==> src/sv/pcrl_pkg.sv <==
// shared types and constants for the per-category rate limiter
package pcrl_pkg;

    localparam int KEY_W        = 32;
    localparam int LIMIT_W      = 16;
    localparam int TIME_W       = 48;
    localparam int WINDOW_W     = 32;
    localparam int NUM_BUCKETS_DEFAULT = 8;

    localparam logic [WINDOW_W-1:0] WINDOW_RESET_US = 32'd1000000;

    typedef struct packed {
        logic [TIME_W-1:0]  window_start;
        logic [LIMIT_W-1:0] count;
    } bucket_t;

endpackage

==> src/sv/per_category_rate_limiter_unit.sv <==
// top level of the per-category fixed-window rate limiter
// a request that hits bucket i scans the key ram entries 0 to i, then reads, updates and writes
//   back its record; a new or rejected-for-full key finishes once every used entry is scanned
// one request at a time, busy until it finishes; the time each takes is set by the
//   one-key-per-cycle scan of the key ram and the read-modify-write of the bucket ram
// reset: no buckets claimed, window length 1000000 us; rams are not cleared
// done is a one-cycle strobe; the receiver cannot stall it
module per_category_rate_limiter_unit
    import pcrl_pkg::*;
#(
    parameter int NUM_BUCKETS = NUM_BUCKETS_DEFAULT
) (
    input  logic                clk,
    input  logic                rst_n,
    // configuration
    input  logic                cfg_wr_en,
    input  logic [WINDOW_W-1:0] cfg_wr_data,
    // request
    input  logic                start,
    output logic                busy,
    input  logic [KEY_W-1:0]    category_key,
    input  logic [LIMIT_W-1:0]  limit,
    input  logic [TIME_W-1:0]   now_us,
    // result
    output logic                done,
    output logic                allowed,
    output logic                table_full
);

    localparam int IDX_W = (NUM_BUCKETS > 1) ? $clog2(NUM_BUCKETS) : 1;
    localparam int CNT_W = $clog2(NUM_BUCKETS + 1);

    typedef enum logic [1:0] {
        S_IDLE,
        S_SEARCH,
        S_UPDATE
    } state_t;

    state_t              state_reg, state_next;
    logic [IDX_W-1:0]    idx_reg, idx_next;
    logic [CNT_W-1:0]    used_reg, used_next;
    logic [WINDOW_W-1:0] window_reg;
    logic                done_reg, done_next;
    logic                allowed_reg, allowed_next;
    logic                full_reg, full_next;

    // latched request
    logic [KEY_W-1:0]    key_reg;
    logic [LIMIT_W-1:0]  limit_reg;
    logic [TIME_W-1:0]   now_reg;

    // key ram
    logic                key_rd_en;
    logic [IDX_W-1:0]    key_rd_addr;
    logic [KEY_W-1:0]    key_rd_data;
    logic                key_wr_en;

    // bucket ram
    logic                bkt_rd_en;
    logic                bkt_wr_en;
    logic [IDX_W-1:0]    bkt_wr_addr;
    bucket_t             bkt_rd_data;
    bucket_t             upd_in;
    bucket_t             upd_out;
    logic                upd_allowed;

    // scan helpers
    logic                accept;
    logic                match;
    logic [CNT_W:0]      next_pos;
    logic                is_last;
    logic                all_used;

    assign accept   = start && !busy;
    assign busy     = (state_reg != S_IDLE);
    assign done     = done_reg;
    assign allowed  = allowed_reg;
    assign table_full = full_reg;

    // key stored per bucket, scanned one entry per cycle
    pcrl_ram #(
        .DEPTH (NUM_BUCKETS),
        .WIDTH (KEY_W),
        .AW    (IDX_W)
    ) u_key_ram (
        .clk     (clk),
        .wr_en   (key_wr_en),
        .wr_addr (IDX_W'(used_reg)),
        .wr_data (key_reg),
        .rd_en   (key_rd_en),
        .rd_addr (key_rd_addr),
        .rd_data (key_rd_data)
    );

    // window start and count per bucket, read-modify-write on a hit, written directly on a claim
    pcrl_ram #(
        .DEPTH (NUM_BUCKETS),
        .WIDTH ($bits(bucket_t)),
        .AW    (IDX_W)
    ) u_bucket_ram (
        .clk     (clk),
        .wr_en   (bkt_wr_en),
        .wr_addr (bkt_wr_addr),
        .wr_data (upd_out),
        .rd_en   (bkt_rd_en),
        .rd_addr (idx_reg),
        .rd_data (bkt_rd_data)
    );

    // a freshly claimed bucket starts now with a zero count
    assign upd_in = (state_reg == S_UPDATE) ? bkt_rd_data
                                            : bucket_t'{window_start: now_reg, count: '0};

    pcrl_window_update u_update (
        .now_us           (now_reg),
        .window_length_us (window_reg),
        .limit            (limit_reg),
        .cur              (upd_in),
        .nxt              (upd_out),
        .allowed          (upd_allowed)
    );

    // key read data belongs to idx_reg while scanning; an empty table never matches
    assign match    = (used_reg != '0) && (key_rd_data == key_reg);
    assign next_pos = (CNT_W+1)'(idx_reg) + 1'b1;
    assign is_last  = next_pos >= (CNT_W+1)'(used_reg);
    assign all_used = (used_reg == CNT_W'(NUM_BUCKETS));
    assign bkt_wr_addr = (state_reg == S_UPDATE) ? idx_reg : IDX_W'(used_reg);

    always_comb
    begin
        state_next   = state_reg;
        idx_next     = idx_reg;
        used_next    = used_reg;
        done_next    = 1'b0;
        allowed_next = allowed_reg;
        full_next    = full_reg;
        key_rd_en    = 1'b0;
        key_rd_addr  = '0;
        key_wr_en    = 1'b0;
        bkt_rd_en    = 1'b0;
        bkt_wr_en    = 1'b0;

        unique case (state_reg)
            S_IDLE:
            begin
                if (accept)
                begin
                    // fetch the first key
                    key_rd_en  = 1'b1;
                    idx_next   = '0;
                    state_next = S_SEARCH;
                end
            end
            S_SEARCH:
            begin
                if (match)
                begin
                    // hit: fetch the bucket record for update
                    bkt_rd_en  = 1'b1;
                    state_next = S_UPDATE;
                end
                else if (!is_last)
                begin
                    key_rd_en   = 1'b1;
                    key_rd_addr = IDX_W'(next_pos);
                    idx_next    = IDX_W'(next_pos);
                end
                else if (all_used)
                begin
                    // unknown key with no free bucket passes unchecked
                    done_next    = 1'b1;
                    allowed_next = 1'b1;
                    full_next    = 1'b1;
                    state_next   = S_IDLE;
                end
                else
                begin
                    // claim the next free bucket and count against it
                    key_wr_en    = 1'b1;
                    bkt_wr_en    = 1'b1;
                    used_next    = used_reg + 1'b1;
                    done_next    = 1'b1;
                    allowed_next = upd_allowed;
                    full_next    = 1'b0;
                    state_next   = S_IDLE;
                end
            end
            S_UPDATE:
            begin
                // write back the updated window and count
                bkt_wr_en    = 1'b1;
                done_next    = 1'b1;
                allowed_next = upd_allowed;
                full_next    = 1'b0;
                state_next   = S_IDLE;
            end
            default:
            begin
                state_next = S_IDLE;
            end
        endcase
    end

    always_ff @(posedge clk or negedge rst_n)
    begin
        if (!rst_n)
        begin
            state_reg   <= S_IDLE;
            idx_reg     <= '0;
            used_reg    <= '0;
            window_reg  <= WINDOW_RESET_US;
            done_reg    <= 1'b0;
            allowed_reg <= 1'b0;
            full_reg    <= 1'b0;
        end
        else
        begin
            state_reg   <= state_next;
            idx_reg     <= idx_next;
            used_reg    <= used_next;
            done_reg    <= done_next;
            allowed_reg <= allowed_next;
            full_reg    <= full_next;
            if (cfg_wr_en)
            begin
                window_reg <= cfg_wr_data;
            end
        end
    end

    // request fields held for the whole scan
    always_ff @(posedge clk)
    begin
        if (accept)
        begin
            key_reg   <= category_key;
            limit_reg <= limit;
            now_reg   <= now_us;
        end
    end

endmodule

==> src/sv/pcrl_ram.sv <==
// simple dual-port synchronous ram, one write port and one registered read port
module pcrl_ram #(
    parameter int DEPTH = 8,
    parameter int WIDTH = 32,
    parameter int AW    = 3
) (
    input  logic             clk,
    input  logic             wr_en,
    input  logic [AW-1:0]    wr_addr,
    input  logic [WIDTH-1:0] wr_data,
    input  logic             rd_en,
    input  logic [AW-1:0]    rd_addr,
    output logic [WIDTH-1:0] rd_data
);

    logic [WIDTH-1:0] mem [DEPTH];

    always_ff @(posedge clk)
    begin
        if (wr_en)
        begin
            mem[wr_addr] <= wr_data;
        end
    end

    always_ff @(posedge clk)
    begin
        if (rd_en)
        begin
            rd_data <= mem[rd_addr];
        end
    end

endmodule

==> src/sv/pcrl_window_update.sv <==
// window restart and limit check for one bucket record
module pcrl_window_update
    import pcrl_pkg::*;
(
    input  logic [TIME_W-1:0]   now_us,
    input  logic [WINDOW_W-1:0] window_length_us,
    input  logic [LIMIT_W-1:0]  limit,
    input  bucket_t             cur,
    output bucket_t             nxt,
    output logic                allowed
);

    logic [TIME_W-1:0]  age;
    logic               elapsed;
    logic [LIMIT_W-1:0] base_count;

    always_comb
    begin
        age        = now_us - cur.window_start;
        // time running backwards never restarts the window
        elapsed    = (now_us >= cur.window_start) &&
                     (age >= {{(TIME_W-WINDOW_W){1'b0}}, window_length_us});
        base_count = elapsed ? '0 : cur.count;
        allowed    = base_count < limit;
        nxt.window_start = elapsed ? now_us : cur.window_start;
        nxt.count        = allowed ? base_count + 1'b1 : base_count;
    end

endmodule

==> config.mk <==
export PLATFORM = sky130hd
export DESIGN_NAME = per_category_rate_limiter_unit
export DESIGN_NICKNAME = d
export VERILOG_FILES = /design/src/sv/pcrl_pkg.sv /design/src/sv/per_category_rate_limiter_unit.sv /design/src/sv/pcrl_ram.sv /design/src/sv/pcrl_window_update.sv
export SDC_FILE = /design/constraint.sdc
export NUM_CORES = 1
export LEC_CHECK = 0
export BUFFER_PORTS_ARGS = -buffer_cell sky130_fd_sc_hd__clkbuf_2
export CELL_PAD_IN_SITES_DETAIL_PLACEMENT = 0
export CELL_PAD_IN_SITES_GLOBAL_PLACEMENT = 2
export CORE_AREA = 2 2 298 300
export CTS_CLUSTER_SIZE = 20
export DETAILED_ROUTE_END_ITERATION = 10
export DIE_AREA = 0 0 300 302
export GPL_TIMING_DRIVEN = 0
export PLACE_DENSITY = 0.95
export SYNTH_ARGS = -nofsm -noshare
export SYNTH_HDL_FRONTEND = slang
export SYNTH_SLANG_ARGS = --single-unit
==> constraint.sdc <==
create_clock -name clk -period 24.5 [get_ports clk]
set_input_delay 4.9 -clock clk [delete_from_list [all_inputs] [get_ports clk]]
set_output_delay 4.9 -clock clk [all_outputs]
set_load 0.01 [all_outputs]
* Word level (Yosys, flattened, before mapping)
Memory sizes are Yosys's and may differ from the RTL's. A register that Yosys moved wholly into a read port is not among the register bits.
Index checks and enable logic that the tools add are counted.
** Cells by class
- Add/subtract/negate cells :: 4
- Order comparisons :: 4
- Eq/ne operators :: 9
- Muxes and demuxes :: 42
- Bitwise gates (word level) :: 2
- Reductions and logical operators :: 13
** Operator list (number)
- $mux 64 :: 1
- $ge 48x32->1 :: 1
- $ge 48x48->1 :: 1
- $mux 48 :: 1
- $sub 48x48->48 :: 1
- $eq 32x32->1 :: 1
- $mux 16 :: 2
- $mux 1 :: 21
- $mux 3 :: 7
- $add 16x1->16 const B :: 1
- $lt 16x16->1 :: 1
- $pmux 1 s2 :: 5
- $ne 2x2->1 const B :: 4
- $reduce_and 4->1 :: 2
- $mux 2 :: 3
- $pmux 3 s2 :: 1
- $reduce_bool 2->1 :: 3
- $add 3x1->4 const B :: 1
- $add 4x1->4 const B :: 1
- $eq 4x4->1 const B :: 1
- $ge 4x4->1 :: 1
- $pmux 2 s2 :: 1
- $reduce_bool 4->1 :: 1
- $logic_and 1x1->1 :: 3
- 8 further kinds :: 9
** Storage, ports and cells
- Flip-flop bits (word level) :: 140
- RAM bits :: 768
- Output and inout bits :: 4
- Logic and storage cells :: 86
- Memories :: 2
** Memory list
- u_bucket_ram.mem :: words 8, width 64, read ports 1, clocked after Yosys merged registers in 1, write ports 1, RTL line pcrl_ram.sv:16 : logic [WIDTH-1:0] mem [DEPTH];
- u_key_ram.mem :: words 8, width 32, read ports 1, clocked after Yosys merged registers in 1, write ports 1, RTL line pcrl_ram.sv:16

* Depth between registers and ports, before layout
- Word-level depth :: 11
- Mapped depth :: 46
- Gate-level depth less buffers :: 39

* Modules after synthesis
Synthesis repeated with hierarchy kept, for this count alone.
** Second synthesis, totals
- Cells, all modules :: 2484
- Area, all modules :: 43427.9 µm²
** By module, submodules not included
- pcrl_ram at u_bucket_ram :: instances 1, cells each 816, area an instance 21187.8 µm², sequential area each 17296.6 µm²
- pcrl_ram at u_key_ram :: instances 1, cells each 415, area an instance 10786.6 µm², sequential area each 8648.3 µm²
- per_category_rate_limiter_unit :: instances 1, cells each 379, area an instance 5978.2 µm², sequential area each 3992.6 µm²
- pcrl_window_update :: instances 1, cells each 874, area an instance 5475.3 µm², sequential area each 0.0 µm²

* Worst setup path before layout
No wires, ideal clock.
- Kind :: reg2reg
- Start :: register state_reg[0]
- End :: memory u_bucket_ram.mem[0][14] (netlist name), data pin
- Data arrival time :: 9.139 ns
- Required time :: 24.215 ns
- Setup slack :: 15.076 ns
- Stages on the path, launching flop included :: 41
- Path buffers :: 8
- Cells stage by stage :: dfrtp_1 > inv_1 > ha_1 > buf_2 > clkbuf_1 > clkbuf_1 > clkbuf_1 > buf_1 > mux2i_1 > ha_1 > clkbuf_1 > nand4_1 > or3_1 > a211oi_1 > nor2_1 > nor2_1 > nor2_1 > o21ai_0 > (+5 left out) > o221a_2 > nand4_1 > or4b_4 > a2111oi_4 > a21o_1 > buf_2 > and3_1 > ha_1 > a21oi_1 > maj3_1 > o21bai_1 > a21oi_1 > o31ai_1 > o21a_1 > a31oi_1 > buf_2 > nand4_1 > mux2_1
** Between the ends
- Cells in the longest elaborated chain, start to end :: 8
- Elaborated cells between the ends (all ways) :: 10
** RTL lines
- start, declared :: RTL line per_category_rate_limiter_unit.sv:39 : state_t state_reg, state_next;
- start signal, assigned :: RTL line per_category_rate_limiter_unit.sv:219 : state_reg <= state_next;
- $eq 2x2->1 (*) :: RTL line per_category_rate_limiter_unit.sv:111 : assign upd_in = (state_reg == S_UPDATE) ? bkt_rd_data
- $mux 64 (*) :: RTL line per_category_rate_limiter_unit.sv:111
- $sub 48x48->48 :: RTL line pcrl_window_update.sv:19 : age = now_us - cur.window_start;
- $ge 48x32->1 :: RTL line pcrl_window_update.sv:22 : (age >= {{(TIME_W-WINDOW_W){1'b0}}, window_length_us});
- $logic_and 1x1->1 :: RTL line pcrl_window_update.sv:21 : elapsed = (now_us >= cur.window_start) &&
- $mux 16 (*) :: RTL line pcrl_window_update.sv:23 : base_count = elapsed ? '0 : cur.count;
- $add 16x1->16 or $lt 16x16->1 (tied branches) :: RTL line pcrl_window_update.sv:26, pcrl_window_update.sv:24
- $mux 16 (*) :: RTL line pcrl_window_update.sv:26 : nxt.count = allowed ? base_count + 1'b1 : base_count;
- via u_bucket_ram.wr_data[14] :: RTL line pcrl_ram.sv:10 : input logic [WIDTH-1:0] wr_data,
- end, declared :: RTL line pcrl_ram.sv:16
Mark *: on every way through the listed nets, which the timed path passes. The rest lies on a longest branch.

* Final worst setup path
- Start :: register state_reg[0]
- End :: memory u_bucket_ram.mem[6][12] (netlist name), data pin
The elaborated chain is that of the path after synthesis.

==> impl_results.md <==
* Starting density of the core at 49.5%
* CTS Buffer Depth at 3
* Setup violators final at 0
* Worst reg2reg endpoint: u_bucket_ram.mem[6][12]
* First drt pass iteration count at 5
* Crit path DAT at around 14 ns
* Maximum clock frequency at between 70 and 80 MHz
* P&R area growth vs syn at 14.4%
* Final hold vios at 0
* Drt wl/cell at 25.3 um
* DP HPWL at 73.5 mm
* Die extent in y at 302 um
* Max Cap Viol at 0
* Synth Cell Area at between 40000 and 50000 um2
* Clock transition at path regs at about 0.060 ns
* WL final at 108 mm
* Final worst path period need at between 10 and 15 ns
* Most common cell after layout, fill and taps aside: edfxtp_1
* Startpoint types: flop
* RR Startpoint: state_reg[0]
* Critical path class: reg -> reg
* Drc violations at 0
* Placed Cells at 4116
* Post-Syn Instances at 2774
* Share of layout cells above drive strength 1 at around 20%
* Worst-case reg-to-reg path depth at 41
* Status: finished, final reports clean
* # Post-CTS Setup Buffers at 0
* PD cells at roughly 110 nW/um2
* Slowest Stage Delay on Critical Path at 1.01 ns
* Post-synth cell types at 84
* Syn Area/Cell at 15.6 um2
* Largest net degree at the start of global routing at 51
* CP endpoint: u_bucket_ram.mem[6][12]
* RSZ-0062 raised after global routing: no
* Hold Crit Class: reg -> reg
* Area of the die at 90600 um2
* First-pass GRT wire length at around 160 mm
* Pins Over Slew Limit at 0
* Yosys top cell area share at 66.5%
* Post-synth EDFFs at 960
* Reg2reg setup slack at 11.03 ns
* GR Util All Layers at 24.0%
* WHS at 0.519 ns
* Area contributors post-synth: edfxtp_1, mux4_2, ha_1
* Total CTS buffers at 98
* I/O pin count at 136
* DR vias at 25503
* Hold_buf cts at 0
* Crit Path Max Fanout at 10
* Skew final at 0.0598 ns
* Share of the yosys chip area belonging to registers at 69.1%
* Critical path required time at 24.90 ns
* Period utilization at 55.0%
* Crit. End Element: flop
* Asr flop ratio synth at under 10%
* Pre-CTS WS at 11.21 ns
* Most frequent cells in the layout: edfxtp_1, nand2_1, a21oi_1
* Routability congestion estimate at between 0.8 and 0.9
* Area leader, netlist: edfxtp_1
* Biggest register: u_bucket_ram.mem
* Worst hold stages at 2
* CP max-delay cell: o31ai_1
* Worst setup path startpoint: state_reg[0]
* Number of global-route vias before repair at 26099
* H-tree Lvls at 3
* Worst-Skew Late Latency at 0.71 ns
* Non-filler cells, final at 4292
* Fin util at 56.6%
* Net Count, Synth at 3006
* Synth warn at 0
* Cts repair resizes at 0
* CP Depth at 41
* Number of port buffers at 134
* Synth Flop Type: edfxtp_1
* Worst Slack Setup Final at between 10 and 15 ns
* Worst path top cell family by delay: compound AO/OA/AOI/OAI gates
* Synth Register Bits at between 1000 and 1500
* Leakage at 16.5 nW
* Starting DRT DRC Count at approximately 2600
* Vias per std cell at 5.94
* Number of flip-flops in the largest register at 512
* Clock Sinks at 1004
* # diodes at 0
* CTS tree: done
* Routed Antenna Nets at 0
* GRT Residual Overflow at 0
* Largest regs: u_bucket_ram.mem: 512 flops, u_key_ram.mem: 256 flops, u_bucket_ram.rd_data: 64 flops
* Die span in x at around 300 um
* Max VDD drop at between 60 and 70 uV
* Row count at 109
* Buf/Inv on CP at 10
* Slew @ Worst Pin at around 1.3 ns
* Initial antenna violation count at 1
* Fin Setup TNS at 0 ns
* CTS root buf: clkbuf_16
* Max-slew headroom at 14.6%
* Final nets at 3284
* Core area at 87600 um2
cell usage after synthesis (14+ instances only):
| cell | instances |
|---|---|
| and2_1 | 17 |
| o21ai_0 | 135 |
| a21oi_1 | 165 |
| nor3_1 | 32 |
| buf_1 | 18 |
| inv_1 | 79 |
| nand2_1 | 270 |
| mux2i_1 | 66 |
| nand2b_1 | 14 |
| dfrtp_1 | 37 |
| nand3_1 | 53 |
| xnor2_1 | 50 |
| nor2_1 | 129 |
| mux4_2 | 149 |
| clkbuf_1 | 90 |
| xor2_1 | 30 |
| and3_1 | 21 |
| nand4_1 | 37 |
| ha_1 | 100 |
| mux2_2 | 83 |
| edfxtp_1 | 960 |
| a21o_1 | 28 |
| o221ai_1 | 26 |
worst min path at each step:
stage	startpoint	endpoint	slack, ns
after detailed placement	window_reg[14]	window_reg[14]	0.52
after floorplan	window_reg[14]	window_reg[14]	0.48
after global routing	window_reg[14]	window_reg[14]	0.56
after global placement	window_reg[19]	window_reg[19]	0.51
final	window_reg[14]	window_reg[14]	0.52
after CTS	window_reg[14]	window_reg[14]	0.53
power breakdown:
part / internal, W / switching, W / total, W
logic: 0.000529 / 0.000903 / 0.00143
registers: 0.00217 / 0.0000859 / 0.00226
clock network: 0.000888 / 0.000647 / 0.00153
total: 0.00359 / 0.00164 / 0.00523
final cells by class:
class	instances	area, um2
Fill cell	6734	38000
Sequential cell	1004	29900
Multi-Input combinational cell	1569	12800
Clock buffer	118	2570
Tap cell	1165	1460
Timing Repair Buffer	178	1390
Clock inverter	57	702
Buffer	121	470
Inverter	80	303
worst register-to-register path: cells and delay by family, from the launching register on:
family          cells  cell delay [ns]
xor+xnor            1             0.24
simple gates       11             2.30
mux                 1             0.22
compound gates     14             4.87
flops               1             0.40
fa+ha+maj           4             1.00
buf+inv            10             4.13
cells by family (layout without fill, tap and decap cells):
kind of cell / after synthesis / count (layout) / share of synthesized area (%)
AO/OA/AOI/OAI: 457 / 457 / 6.43
AND/OR/NAND/NOR: 630 / 630 / 6.71
multiplexers: 299 / 299 / 11.4
XOR/XNOR: 80 / 80 / 1.62
flip-flops: 1004 / 1004 / 69.1
adder cells (fa/ha/maj): 103 / 103 / 2.96
buffers and inverters: 201 / 554 / 1.78
routing by layer:
metal  part of all wire (%)  track usage, %
met1                     41            32.1
met2                     49            40.4
met3                    7.0            4.15
met4                    2.9            7.56
met5                      0               0
stage by stage:
step | power, W | area [um2]
CTS | 0.00525 | 49600
global route | 0.00545 | 49600
global placement | 0.00365 | 45500
detailed placement | 0.00372 | 46300
finish | 0.00523 | 49600
floorplan | 0.00321 | 43400
(Power assumes the default switching activity.)
